[src/msd_pkg.sv]
// shared types, constants and the segment decoder of the display driver
// no dependencies
package msd_pkg;

  // request kinds carried on the input tuser bit
  typedef enum logic {
    MSD_REQ_LOAD = 1'b0,
    MSD_REQ_TICK = 1'b1
  } msd_req_e;

  localparam int unsigned DigitW  = 4;
  localparam int unsigned SegW    = 7;
  localparam int unsigned RoundsW = 9;
  localparam int unsigned HoldW   = 16;
  localparam int unsigned TickW   = 17;
  localparam int unsigned QuotW   = 7;

  // decoded item held between the input stage and the scan core
  typedef struct packed {
    msd_req_e               req_type;
    logic [DigitW-1:0]      ones;
    logic [QuotW-1:0]       quot;     // value divided by ten
    logic [RoundsW-1:0]     rounds;
  } msd_item_t;

  // segment pattern of one digit, blank above nine
  function automatic logic [SegW-1:0] msd_pattern(input logic [DigitW-1:0] d);
    logic [SegW-1:0] p;
    case (d)
      4'd0: p = 7'h3F;
      4'd1: p = 7'h06;
      4'd2: p = 7'h5B;
      4'd3: p = 7'h4F;
      4'd4: p = 7'h66;
      4'd5: p = 7'h6D;
      4'd6: p = 7'h7D;
      4'd7: p = 7'h07;
      4'd8: p = 7'h7F;
      4'd9: p = 7'h67;
      default: p = 7'h00;
    endcase
    return p;
  endfunction

endpackage

[src/msd_in_stage.sv]
// input register of the display driver: takes an item and splits off the ones digit
// depends on msd_pkg
module msd_in_stage (
  input  logic                clk_i,
  input  logic                rst_ni,
  input  logic                s_axis_tvalid,
  output logic                s_axis_tready,
  input  logic [23:0]         s_axis_tdata,   // value[9:0], rounds[18:10], zero fill
  input  logic                s_axis_tuser,   // req_type
  input  logic                take_i,
  output logic                valid_o,
  output msd_pkg::msd_item_t  item_o
);
  import msd_pkg::*;

  logic        valid_q, valid_d;
  msd_item_t   item_q, item_d;
  logic        accept;
  logic [9:0]  value;
  logic [17:0] prod;
  logic [6:0]  quot;
  logic [9:0]  rem;

  assign value = s_axis_tdata[9:0];

  // divide by ten as multiply by 205/2048, exact for ten-bit values
  assign prod = 18'(value) * 18'd205;
  assign quot = prod[17:11];
  assign rem  = value - {quot, 3'b000} - {2'b00, quot, 1'b0};

  assign s_axis_tready = !valid_q || take_i;
  assign accept        = s_axis_tvalid && s_axis_tready;

  always_comb begin
    item_d.req_type = msd_req_e'(s_axis_tuser);
    item_d.ones     = rem[DigitW-1:0];
    item_d.quot     = quot;
    item_d.rounds   = s_axis_tdata[18:10];
    if (accept) begin
      valid_d = 1'b1;
    end else if (take_i) begin
      valid_d = 1'b0;
    end else begin
      valid_d = valid_q;
    end
  end

  // control register
  always_ff @(posedge clk_i or negedge rst_ni) begin
    if (!rst_ni) begin
      valid_q <= 1'b0;
    end else begin
      valid_q <= valid_d;
    end
  end

  // payload register
  always_ff @(posedge clk_i) begin
    if (accept) begin
      item_q <= item_d;
    end
  end

  assign valid_o = valid_q;
  assign item_o  = item_q;
endmodule

[src/msd_scan_core.sv]
// scan state, pin step logic and result register of the display driver
// depends on msd_pkg
module msd_scan_core (
  input  logic                clk_i,
  input  logic                rst_ni,
  input  logic                cfg_we_i,
  input  logic [15:0]         cfg_wdata_i,
  input  logic                valid_i,
  input  msd_pkg::msd_item_t  item_i,
  output logic                take_o,
  output logic                m_axis_tvalid,
  input  logic                m_axis_tready,
  output logic [15:0]         m_axis_tdata
);
  import msd_pkg::*;

  localparam logic [TickW-1:0] ShiftEnd = 17'd16;

  logic [HoldW-1:0]   hold_q;
  logic [DigitW-1:0]  digit_q [3];
  logic [DigitW-1:0]  digit_d [3];
  logic [RoundsW-1:0] rounds_q, rounds_d;
  logic [1:0]         slot_q, slot_d;
  logic [TickW-1:0]   tick_q, tick_d;
  logic [2:0]         enable_q, enable_d;
  logic               latch_q, latch_d;
  logic               out_valid_q;
  logic [15:0]        out_data_q, out_data_d;

  logic               ser, sclk;
  logic [SegW-1:0]    segs, pat;
  logic [7:0]         pat_ext;
  logic [1:0]         slot;
  logic [TickW-1:0]   hold_end;
  logic [14:0]        prod;
  logic [3:0]         hund;
  logic [6:0]         tens;
  logic [2:0]         bit_sel;

  assign take_o = valid_i && (!out_valid_q || m_axis_tready);

  // tens and hundreds from the stored quotient
  assign prod = 15'(item_i.quot) * 15'd205;
  assign hund = prod[14:11];
  assign tens = item_i.quot - {hund, 3'b000} - {2'b00, hund, 1'b0};

  assign slot     = (slot_q == 2'd3) ? 2'd0 : slot_q;
  assign pat      = msd_pattern(digit_q[slot]);
  // eight shifted bits, the top one always low
  assign pat_ext  = {1'b0, pat};
  assign hold_end = ShiftEnd + ((hold_q == '0) ? 17'd1 : 17'(hold_q));
  assign bit_sel  = tick_q[3:1];

  // next scan state and pin values
  always_comb begin
    digit_d  = digit_q;
    rounds_d = rounds_q;
    slot_d   = slot_q;
    tick_d   = tick_q;
    enable_d = enable_q;
    latch_d  = latch_q;
    ser      = 1'b0;
    sclk     = 1'b0;
    segs     = '0;
    if (item_i.req_type == MSD_REQ_LOAD) begin
      digit_d[0] = item_i.ones;
      digit_d[1] = tens[DigitW-1:0];
      digit_d[2] = hund;
      rounds_d   = item_i.rounds;
      slot_d     = 2'd0;
      tick_d     = '0;
      if (item_i.rounds != '0) begin
        segs = msd_pattern(item_i.ones);
      end
    end else if (rounds_q != '0) begin
      segs = pat;
      if (tick_q < ShiftEnd) begin
        enable_d = 3'b111;
        latch_d  = 1'b0;
        ser      = pat_ext[bit_sel];
        sclk     = tick_q[0];
        tick_d   = tick_q + 17'd1;
      end else if (tick_q == ShiftEnd) begin
        latch_d = 1'b1;
        tick_d  = tick_q + 17'd1;
      end else begin
        enable_d = ~(3'b001 << slot);
        if (tick_q >= hold_end) begin
          tick_d = '0;
          if (slot == 2'd2) begin
            slot_d   = 2'd0;
            rounds_d = rounds_q - 9'd1;
          end else begin
            slot_d = slot + 2'd1;
          end
        end else begin
          tick_d = tick_q + 17'd1;
        end
      end
    end
    out_data_d = {2'b00, (rounds_d != '0), segs, enable_d, latch_d, sclk, ser};
  end

  // configuration and scan state
  always_ff @(posedge clk_i or negedge rst_ni) begin
    if (!rst_ni) begin
      hold_q      <= 16'd3;
      digit_q[0]  <= '0;
      digit_q[1]  <= '0;
      digit_q[2]  <= '0;
      rounds_q    <= '0;
      slot_q      <= '0;
      tick_q      <= '0;
      enable_q    <= 3'b111;
      latch_q     <= 1'b0;
      out_valid_q <= 1'b0;
    end else begin
      if (cfg_we_i) begin
        hold_q <= cfg_wdata_i;
      end
      if (take_o) begin
        digit_q  <= digit_d;
        rounds_q <= rounds_d;
        slot_q   <= slot_d;
        tick_q   <= tick_d;
        enable_q <= enable_d;
        latch_q  <= latch_d;
      end
      if (take_o) begin
        out_valid_q <= 1'b1;
      end else if (m_axis_tready) begin
        out_valid_q <= 1'b0;
      end
    end
  end

  // result register
  always_ff @(posedge clk_i) begin
    if (take_o) begin
      out_data_q <= out_data_d;
    end
  end

  assign m_axis_tvalid = out_valid_q;
  assign m_axis_tdata  = out_data_q;
endmodule

[src/muxed_seven_segment_shift_driver.sv]
// top level of the three-digit multiplexed seven-segment shift register driver
// depends on msd_pkg, msd_in_stage and msd_scan_core
//
// usage:
//   the input stream carries one item per handshake: tuser low loads a number
//   (tdata value and rounds), tuser high is one time tick. every item gives
//   exactly one result item on the output stream with the pin levels for the
//   serial data, shift clock, latch clock, the active-low digit enables, the
//   segment pattern being served and a busy flag.
//   cfg_we_i writes hold_ticks (ticks a digit stays lit after latching); write
//   it only while no item is in flight.
// timing:
//   an item accepted into the input register moves on to the result register
//   when the scan core takes it, with the scan state updated as the item moves
//   between them; one item is taken every cycle while the output side is not
//   stalled, set by the input register and result register pair.
// reset:
//   digits zero, no rounds left, all digits off, latch clock low, hold_ticks 3.
// stall:
//   a held result keeps its value; the input register still takes one more item,
//   then tready drops until the output side is taken.
module muxed_seven_segment_shift_driver (
  input  logic        clk_i,
  input  logic        rst_ni,
  input  logic        cfg_we_i,
  input  logic [15:0] cfg_wdata_i,    // hold_ticks
  input  logic        s_axis_tvalid,
  output logic        s_axis_tready,
  input  logic [23:0] s_axis_tdata,   // value[9:0], rounds[18:10], zero fill
  input  logic        s_axis_tuser,   // req_type
  output logic        m_axis_tvalid,
  input  logic        m_axis_tready,
  output logic [15:0] m_axis_tdata    // ser_pin[0], shift_clk[1], latch_clk[2],
                                      // digit_off[5:3], segments[12:6],
                                      // busy_res[13], zero fill
);
  import msd_pkg::*;

  logic      in_valid;
  logic      take;
  msd_item_t in_item;

  // input register
  msd_in_stage u_in (
    .clk_i         (clk_i),
    .rst_ni        (rst_ni),
    .s_axis_tvalid (s_axis_tvalid),
    .s_axis_tready (s_axis_tready),
    .s_axis_tdata  (s_axis_tdata),
    .s_axis_tuser  (s_axis_tuser),
    .take_i        (take),
    .valid_o       (in_valid),
    .item_o        (in_item)
  );

  // scan logic and result register
  msd_scan_core u_core (
    .clk_i         (clk_i),
    .rst_ni        (rst_ni),
    .cfg_we_i      (cfg_we_i),
    .cfg_wdata_i   (cfg_wdata_i),
    .valid_i       (in_valid),
    .item_i        (in_item),
    .take_o        (take),
    .m_axis_tvalid (m_axis_tvalid),
    .m_axis_tready (m_axis_tready),
    .m_axis_tdata  (m_axis_tdata)
  );
endmodule

[config.mk]
export PLATFORM = sky130hd
export DESIGN_NAME = muxed_seven_segment_shift_driver
export DESIGN_NICKNAME = d
export VERILOG_FILES = /design/src/msd_pkg.sv /design/src/msd_in_stage.sv /design/src/msd_scan_core.sv /design/src/muxed_seven_segment_shift_driver.sv
export SDC_FILE = /design/constraint.sdc
export NUM_CORES = 1
export LEC_CHECK = 0
export ABC_AREA = 0
export BUFFER_PORTS_ARGS = -buffer_cell sky130_fd_sc_hd__buf_2
export CAP_MARGIN = 10
export CORE_AREA = 2 2 146 148
export DETAILED_ROUTE_END_ITERATION = 8
export DIE_AREA = 0 0 148 150
export HOLD_SLACK_MARGIN = 0.12
export PLACE_DENSITY = 0.56
export SLEW_MARGIN = 25
export SYNTH_ARGS = -nofsm -noshare
export SYNTH_HDL_FRONTEND = slang
export SYNTH_SLANG_ARGS = --single-unit
[constraint.sdc]
create_clock -name clk_i -period 4.74 [get_ports clk_i]
set_input_delay 1.185 -clock clk_i [delete_from_list [all_inputs] [get_ports clk_i]]
set_output_delay 1.185 -clock clk_i [all_outputs]
set_load 0.02 [all_outputs]
# After elaboration in Yosys (flattened, before gate mapping)
# Memory sizes are Yosys's and may differ from the RTL's. A register that Yosys moved wholly into a read port is not among the register bits.
# Index checks and enable logic that the tools add are counted.
classes:
  shifts: 1
  magnitude_cmp: 4
  n_reduce_logical: 16
  bitwise: 3
  addsub: 8
  eq_ne: 7
  n_div: 0
  mul: 2
  muxes: 40
op_table:
  columns: ["cell", "count"]
  rows:
  - ["2-to-1 mux 17 bit", 5]
  - ["2-to-1 mux 9 bit", 6]
  - ["nonzero test 9 bit", 3]
  - ["2-to-1 mux 7 bit", 3]
  - ["multiplier 10 x 8 -> 18 bit, second input constant", 1]
  - ["adder 17 x 1 -> 17 bit, second input constant", 1]
  - ["adder 5 x 17 -> 17 bit, first input constant", 1]
  - ["== test 17 x 5 -> 1 bit, second input constant", 1]
  - ["greater-or-equal comparator 17 bit", 1]
  - ["< comparator 17 x 5 -> 1 bit, second input constant", 1]
  - ["logical NOT 16 bit", 1]
  - ["2-to-1 mux 16 bit", 1]
  - ["subtractor 4 bit", 4]
  - ["multiplier 7 x 8 -> 15 bit, second input constant", 1]
  - ["2-to-1 mux 2 bit", 7]
  - ["2-to-1 mux 3 bit", 4]
  - ["2-to-1 mux 4 bit", 3]
  - ["2-to-1 mux 1 bit", 9]
  - ["subtractor 9 x 1 -> 9 bit, second input constant", 1]
  - ["binary-select mux 4 bit (select 2 bit)", 1]
  - ["AND reduction 5 bit", 1]
  - ["== test 2 bit, second input constant", 2]
  - ["< comparator 3 x 4 -> 1 bit, second input constant", 1]
  - ["!= test 2 x 1 -> 1 bit, second input constant", 2]
  - ["14 further kinds", 20]
totals:
  romBits: 224
  mem_bits_rw: 0
  wordCells: 100
  latch_bits: 0
  in_bits: 46
  output_inout_bits: 18
  memories: 2
  register_bits: 97
mem_list:
  columns: ["memory", "words", "width", "rd", "rd_ports_with_merged_regs", "wr", "line", "source"]
  rows:
  - ["(name not given)", 16, 7, 1, 1, 0, "msd_pkg.sv:29", "case (d)"]
  - ["(name not given)", 16, 7, 1, 0, 0, "msd_pkg.sv:29", null]

# Depth between registers and ports, before layout
depth:
  depth_word: 10
  ltp_mapped: 22
  depth_no_buf: 22

# Hierarchy
# A second synthesis with hierarchy kept.
unflattened:
  cells_unflattened: 782
  area_unflattened_um2: 7815.0
modules_own_cells:
  columns: ["mod", "area_per_inst_um2", "seq_area_each_um2", "instances", "cells_each"]
  rows:
  - ["msd_scan_core", 5667.9, 1953.1, 1, 604]
  - ["msd_in_stage", 2147.1, 655.6, 1, 178]

# Least setup slack after synthesis
# No wires, ideal clock.
synth_path:
  path_kind: "input to register"
  start: "input port s_axis_tdata[1]"
  end: "register (tool-made name)"
  path_buffers: 0
  stages: 18
  setup_time_ns: 0.125
  slack_ns: -0.774
  arrival_time_ns: 5.388
  path_cell_list: "ha_1 -> inv_1 -> fa_1 -> fa_1 -> inv_1 -> fa_1 -> ha_1 -> o21ai_0 -> a21oi_1 -> o22ai_1 -> xnor2_1 -> ha_1 -> a221oi_1 -> nand3_1 -> xnor2_1 -> xnor2_1 -> mux2_4 -> mux2i_1"
synth_lines:
  columns: ["item", "line", "source"]
  rows:
  - ["start: declaration", "muxed_seven_segment_shift_driver.sv:29", "input logic [23:0] s_axis_tdata,"]

==> reports/qor.yml <==
outcome:
  outcome: "finished, violations left"
  violations: "setup timing"
floorplan:
  die_y_um: 150
  die-area_um2: 22200
  start_util_pct: 39.2
  rows: 53
  die_x_um: 148
  ios: 64
  core_area_um2: 20700
sta:
  setup_tns_ns: -2.62
  fmax_ghz: 0.194
  setup_viol: 8
  rsz0062_at_grt: "true"
  finalCritPeriodShare_pct: 109
  fin_crit_ns: 5.15
  relSlewSlack_pct: 38.4
  timing.final.max_slew_violations: 0
  hold_viol_final: 0
  whs_ns: 0.487
  layout_setup_ws_ns: -0.407
  worstMarginPinSlew_ns: 0.921
  skew_ns: 0.0122
hold_path:
  worstHoldStart: "u_core.digit_q[0]"
  whs_path_depth: 2
  whs_endpoint: "u_core.digit_q[0]"
  hp-class: "reg -> reg"
yosys:
  ys.flop_type: "dfrtp_1"
  synth_top_area_cell: "ha_1"
  yosysUniqueCellTypes: 76
  netlist_top_cells_area: "ha_1 19%, dfrtp_1 18%, edfxtp_1 13%, fa_1 6.2%, inv_1 4.4%"
  synth_cells: 817
  synth_area_um2: 8100
  synth_edf_count: 35
  synthArstFlopShare_pct: 59.6
  ys_ff_latch: 104
  synth_warnings: 0
  synth_seq_area_share_pct: 33.9
  syn_area_per_cell_um2: 9.92
  yosysTopAreaCellShare_pct: 19.5
cts:
  htreeDepth: 3
  clock_path_buffers: 2
  numCtsBuffers: 9
  insertion_delay_ns: 0.35
  cts_tree: "built"
  clkTransAtPathRegs_ns: 0.06
  cts.sinks: 104
  root_buffer: "clkbuf_16"
critical_path:
  worstReg2RegEnd: "u_core.digit_q[7]"
  worst_ep_required_time_ns: 5.01
  ff2ff_setup_slack_ns: 0.37
  worstRegToRegCells: 17
  cpMaxStageDelayCell: "fa_1"
  critPathBufInv: 3
  crit_top_cell: "fa_1"
  reg2reg_from: "u_in.item_o[13]"
  critical-path-top-delay-family: "adder cells"
  critPathMaxStageDelay_ns: 0.54
  cp.arrival_ns: 5.41
  path_cells: "buf_8 -> ha_4 -> inv_2 -> fa_1 -> fa_1 -> inv_1 -> fa_1 -> ha_4 -> o21ai_4 -> a21oi_2 -> o22ai_2 -> xnor2_2 -> ha_1 -> a221oi_2 -> nand3_1 -> xnor2_1 -> xnor2_1 -> mux2_4 -> mux2i_1"
  path_max_fanout: 7
  critPathCaptureType: "flip-flop"
  crit_path_start_kind: "primary input"
  path_class: "in -> reg"
placement:
  gp_congestion: 0.753
  port_buffers: 56
  pre_cts_ws_ns: -0.940
  dp_hpwl_um: 13200
  dp.cells: 1174
layout:
  syn2layout_area_growth_pct: 17.5
  final_util_pct: 46.0
  fin_cells: 1191
  layout.nets: 1108
  drive_gt1_share_pct: 20.9
  antenna_cells: 0
routing:
  ant_nets: 0
  first_pass_iters: 4
  via_count: 5947
  wl_um: 16800
  vias_per_cell: 4.99
  wl_per_cell_um: 14.1
  drc: 0
  drt_first_iter_violations: 158
power:
  cellPowerDensity_nw_per_um2: 577
  power.switching_mw: 2.24
  p_clk_share_pct: 13.1
  power_frac_seq_pct: 24.5
  ir_drop_uv: 331
  intPower_mw: 3.26
  p_leak_nw: 4.44
  pwr-share-comb_pct: 62.4
  swShare_pct: 40.7
flow_run:
  max_cap_violations: 0
global_route:
  grt_overflow: 0
  grt_pass1_vias: 5722
  grt_max_degree: 41
  grt_pass1_wl_um: 28100
  antenna_found_initial: 0
  track_usage_pct: 15.7
## routing by layer
| metal | track usage [%] | vias to the layer above | part of all wire, % |
|---|---|---|---|
| met4 | 4.43 | 0 | 1.4 |
| met5 | 0 | - | 0 |
| met3 | 1.46 | 16 | 1.9 |
| met1 | 20.8 | 2824 | 48 |
| li1 | - | 3046 | - |
| met2 | 27.2 | 61 | 49 |
## cell usage in the layout, fill, tap and decap left out, drive strengths merged, types with 6 or more instances in the layout
| cell type | count |
|---|---|
| a21oi | 36 |
| a31oi | 6 |
| and2 | 8 |
| and3 | 12 |
| buf | 104 |
| clkbuf | 11 |
| dfrtp | 57 |
| dfxtp | 7 |
| edfxtp | 35 |
| fa | 25 |
| ha | 126 |
| inv | 97 |
| mux2 | 20 |
| mux2i | 15 |
| nand2 | 72 |
| nand3 | 16 |
| nand4 | 11 |
| nor2 | 49 |
| nor3 | 12 |
| nor4 | 9 |
| o21ai | 68 |
| xnor2 | 24 |
| xor2 | 15 |
## power groups by stage
stage	sequential [mW]	combinational [mW]	clock [mW]
6_report	1.35	3.43	0.719
5_1_grt	1.37	3.96	0.768
4_1_cts	1.35	3.46	0.737
3_5_place_dp	1.37	3.30	0
3_3_place_gp	1.36	3.24	0
2_1_floorplan	1.33	2.43	0
## cell families after synthesis
| logic type | count (synthesis) | share of synthesized area, % |
|---|---|---|
| simple gates | 212 | 12.9 |
| compound gates | 155 | 12.2 |
| fa+ha+maj | 151 | 25.6 |
| buf+inv | 119 | 5.84 |
| flops | 104 | 33.9 |
| xor+xnor | 39 | 4.31 |
| mux | 36 | 5.16 |
| other cells | 1 | 0.0463 |
## flip-flops by register name (all words and copies together), names as in the netlist, 2 cells and up, named ones only
name,flops
u_in.item_o,21
u_core.tick_q,17
u_core.hold_q,16
u_core.m_axis_tdata,14
u_core.digit_q,12
u_core.rounds_q,9
u_core.enable_q,3
u_core.slot_q,2
## layout make-up
type | instances | area, µm²
Sequential cell | 104 | 2750
Clock inverter | 5 | 28.8
Fill cell | 2033 | 11200
Clock buffer | 11 | 254
Multi-Input combinational cell | 595 | 5090
Inverter | 97 | 364
Tap cell | 275 | 344
Timing Repair Buffer | 104 | 693
## how the worst max path moves through the flow
stage / start / slack (ns) / cells after the start / endpoint
after floorplan: s_axis_tdata[4] / -0.47 / 18 / flip-flop
after global placement: s_axis_tdata[2] / -0.84 / 19 / flip-flop
after detailed placement: s_axis_tdata[0] / -0.94 / 21 / flip-flop
after CTS: s_axis_tdata[2] / -0.39 / 19 / flip-flop
after global routing: s_axis_tdata[3] / -0.63 / 19 / flip-flop
final: s_axis_tdata[2] / -0.41 / 19 / flip-flop
## worst register-to-register path: cells and delay by family, from the launching register on
family | cells | cell delay, ns
AOI/OAI and AO/OA | 4 | 0.82
xor gates and xnor gates | 3 | 0.53
adders and majority gates | 6 | 2.17
buffers and inverters | 2 | 0.11
DFF | 1 | 0.47
and+or+nand+nor | 2 | 0.13
## timing repair
| action | in CTS | in global routing |
|---|---|---|
| buffers inserted | 1 | 0 |
| hold endpoints to repair | 0 | 0 |
| endpoints found under the setup margin | 9 | 11 |
| hold buffers | 0 | 0 |
| pin swaps | 7 | 0 |
| resized for setup | 28 | 7 |
## synth_stat cells (3+ instances only)
master	number
or3_1	3
edfxtp_1	35
dfrtp_1	57
a21oi_1	36
fa_1	25
o211ai_1	4
nor3_1	11
mux2i_1	13
a22o_1	4
o21ai_1	13
o21ai_0	55
buf_2	6
nor2_1	48
dfxtp_1	7
dfstp_2	5
and3_1	12
xor2_1	14
xnor2_1	24
nor4_1	8
nand2b_1	5
nand2_1	71
clkbuf_1	11
buf_4	3
nand4_1	11
a31oi_1	6
a21o_1	3
a211oi_1	5
ha_1	126
mux2_2	19
inv_1	96
and2_1	8
nand3_1	15
o21a_1	3
## metrics by stage
stage          total power, mW  cell area [µm²]
3_3_place_gp              4.60             9060
3_5_place_dp              4.67             9070
4_1_cts                   5.54             9500
2_1_floorplan             3.76             8200
6_report                  5.50             9520
5_1_grt                   6.10             9520
No activity file was read; power rests on OpenSTA's default activity.
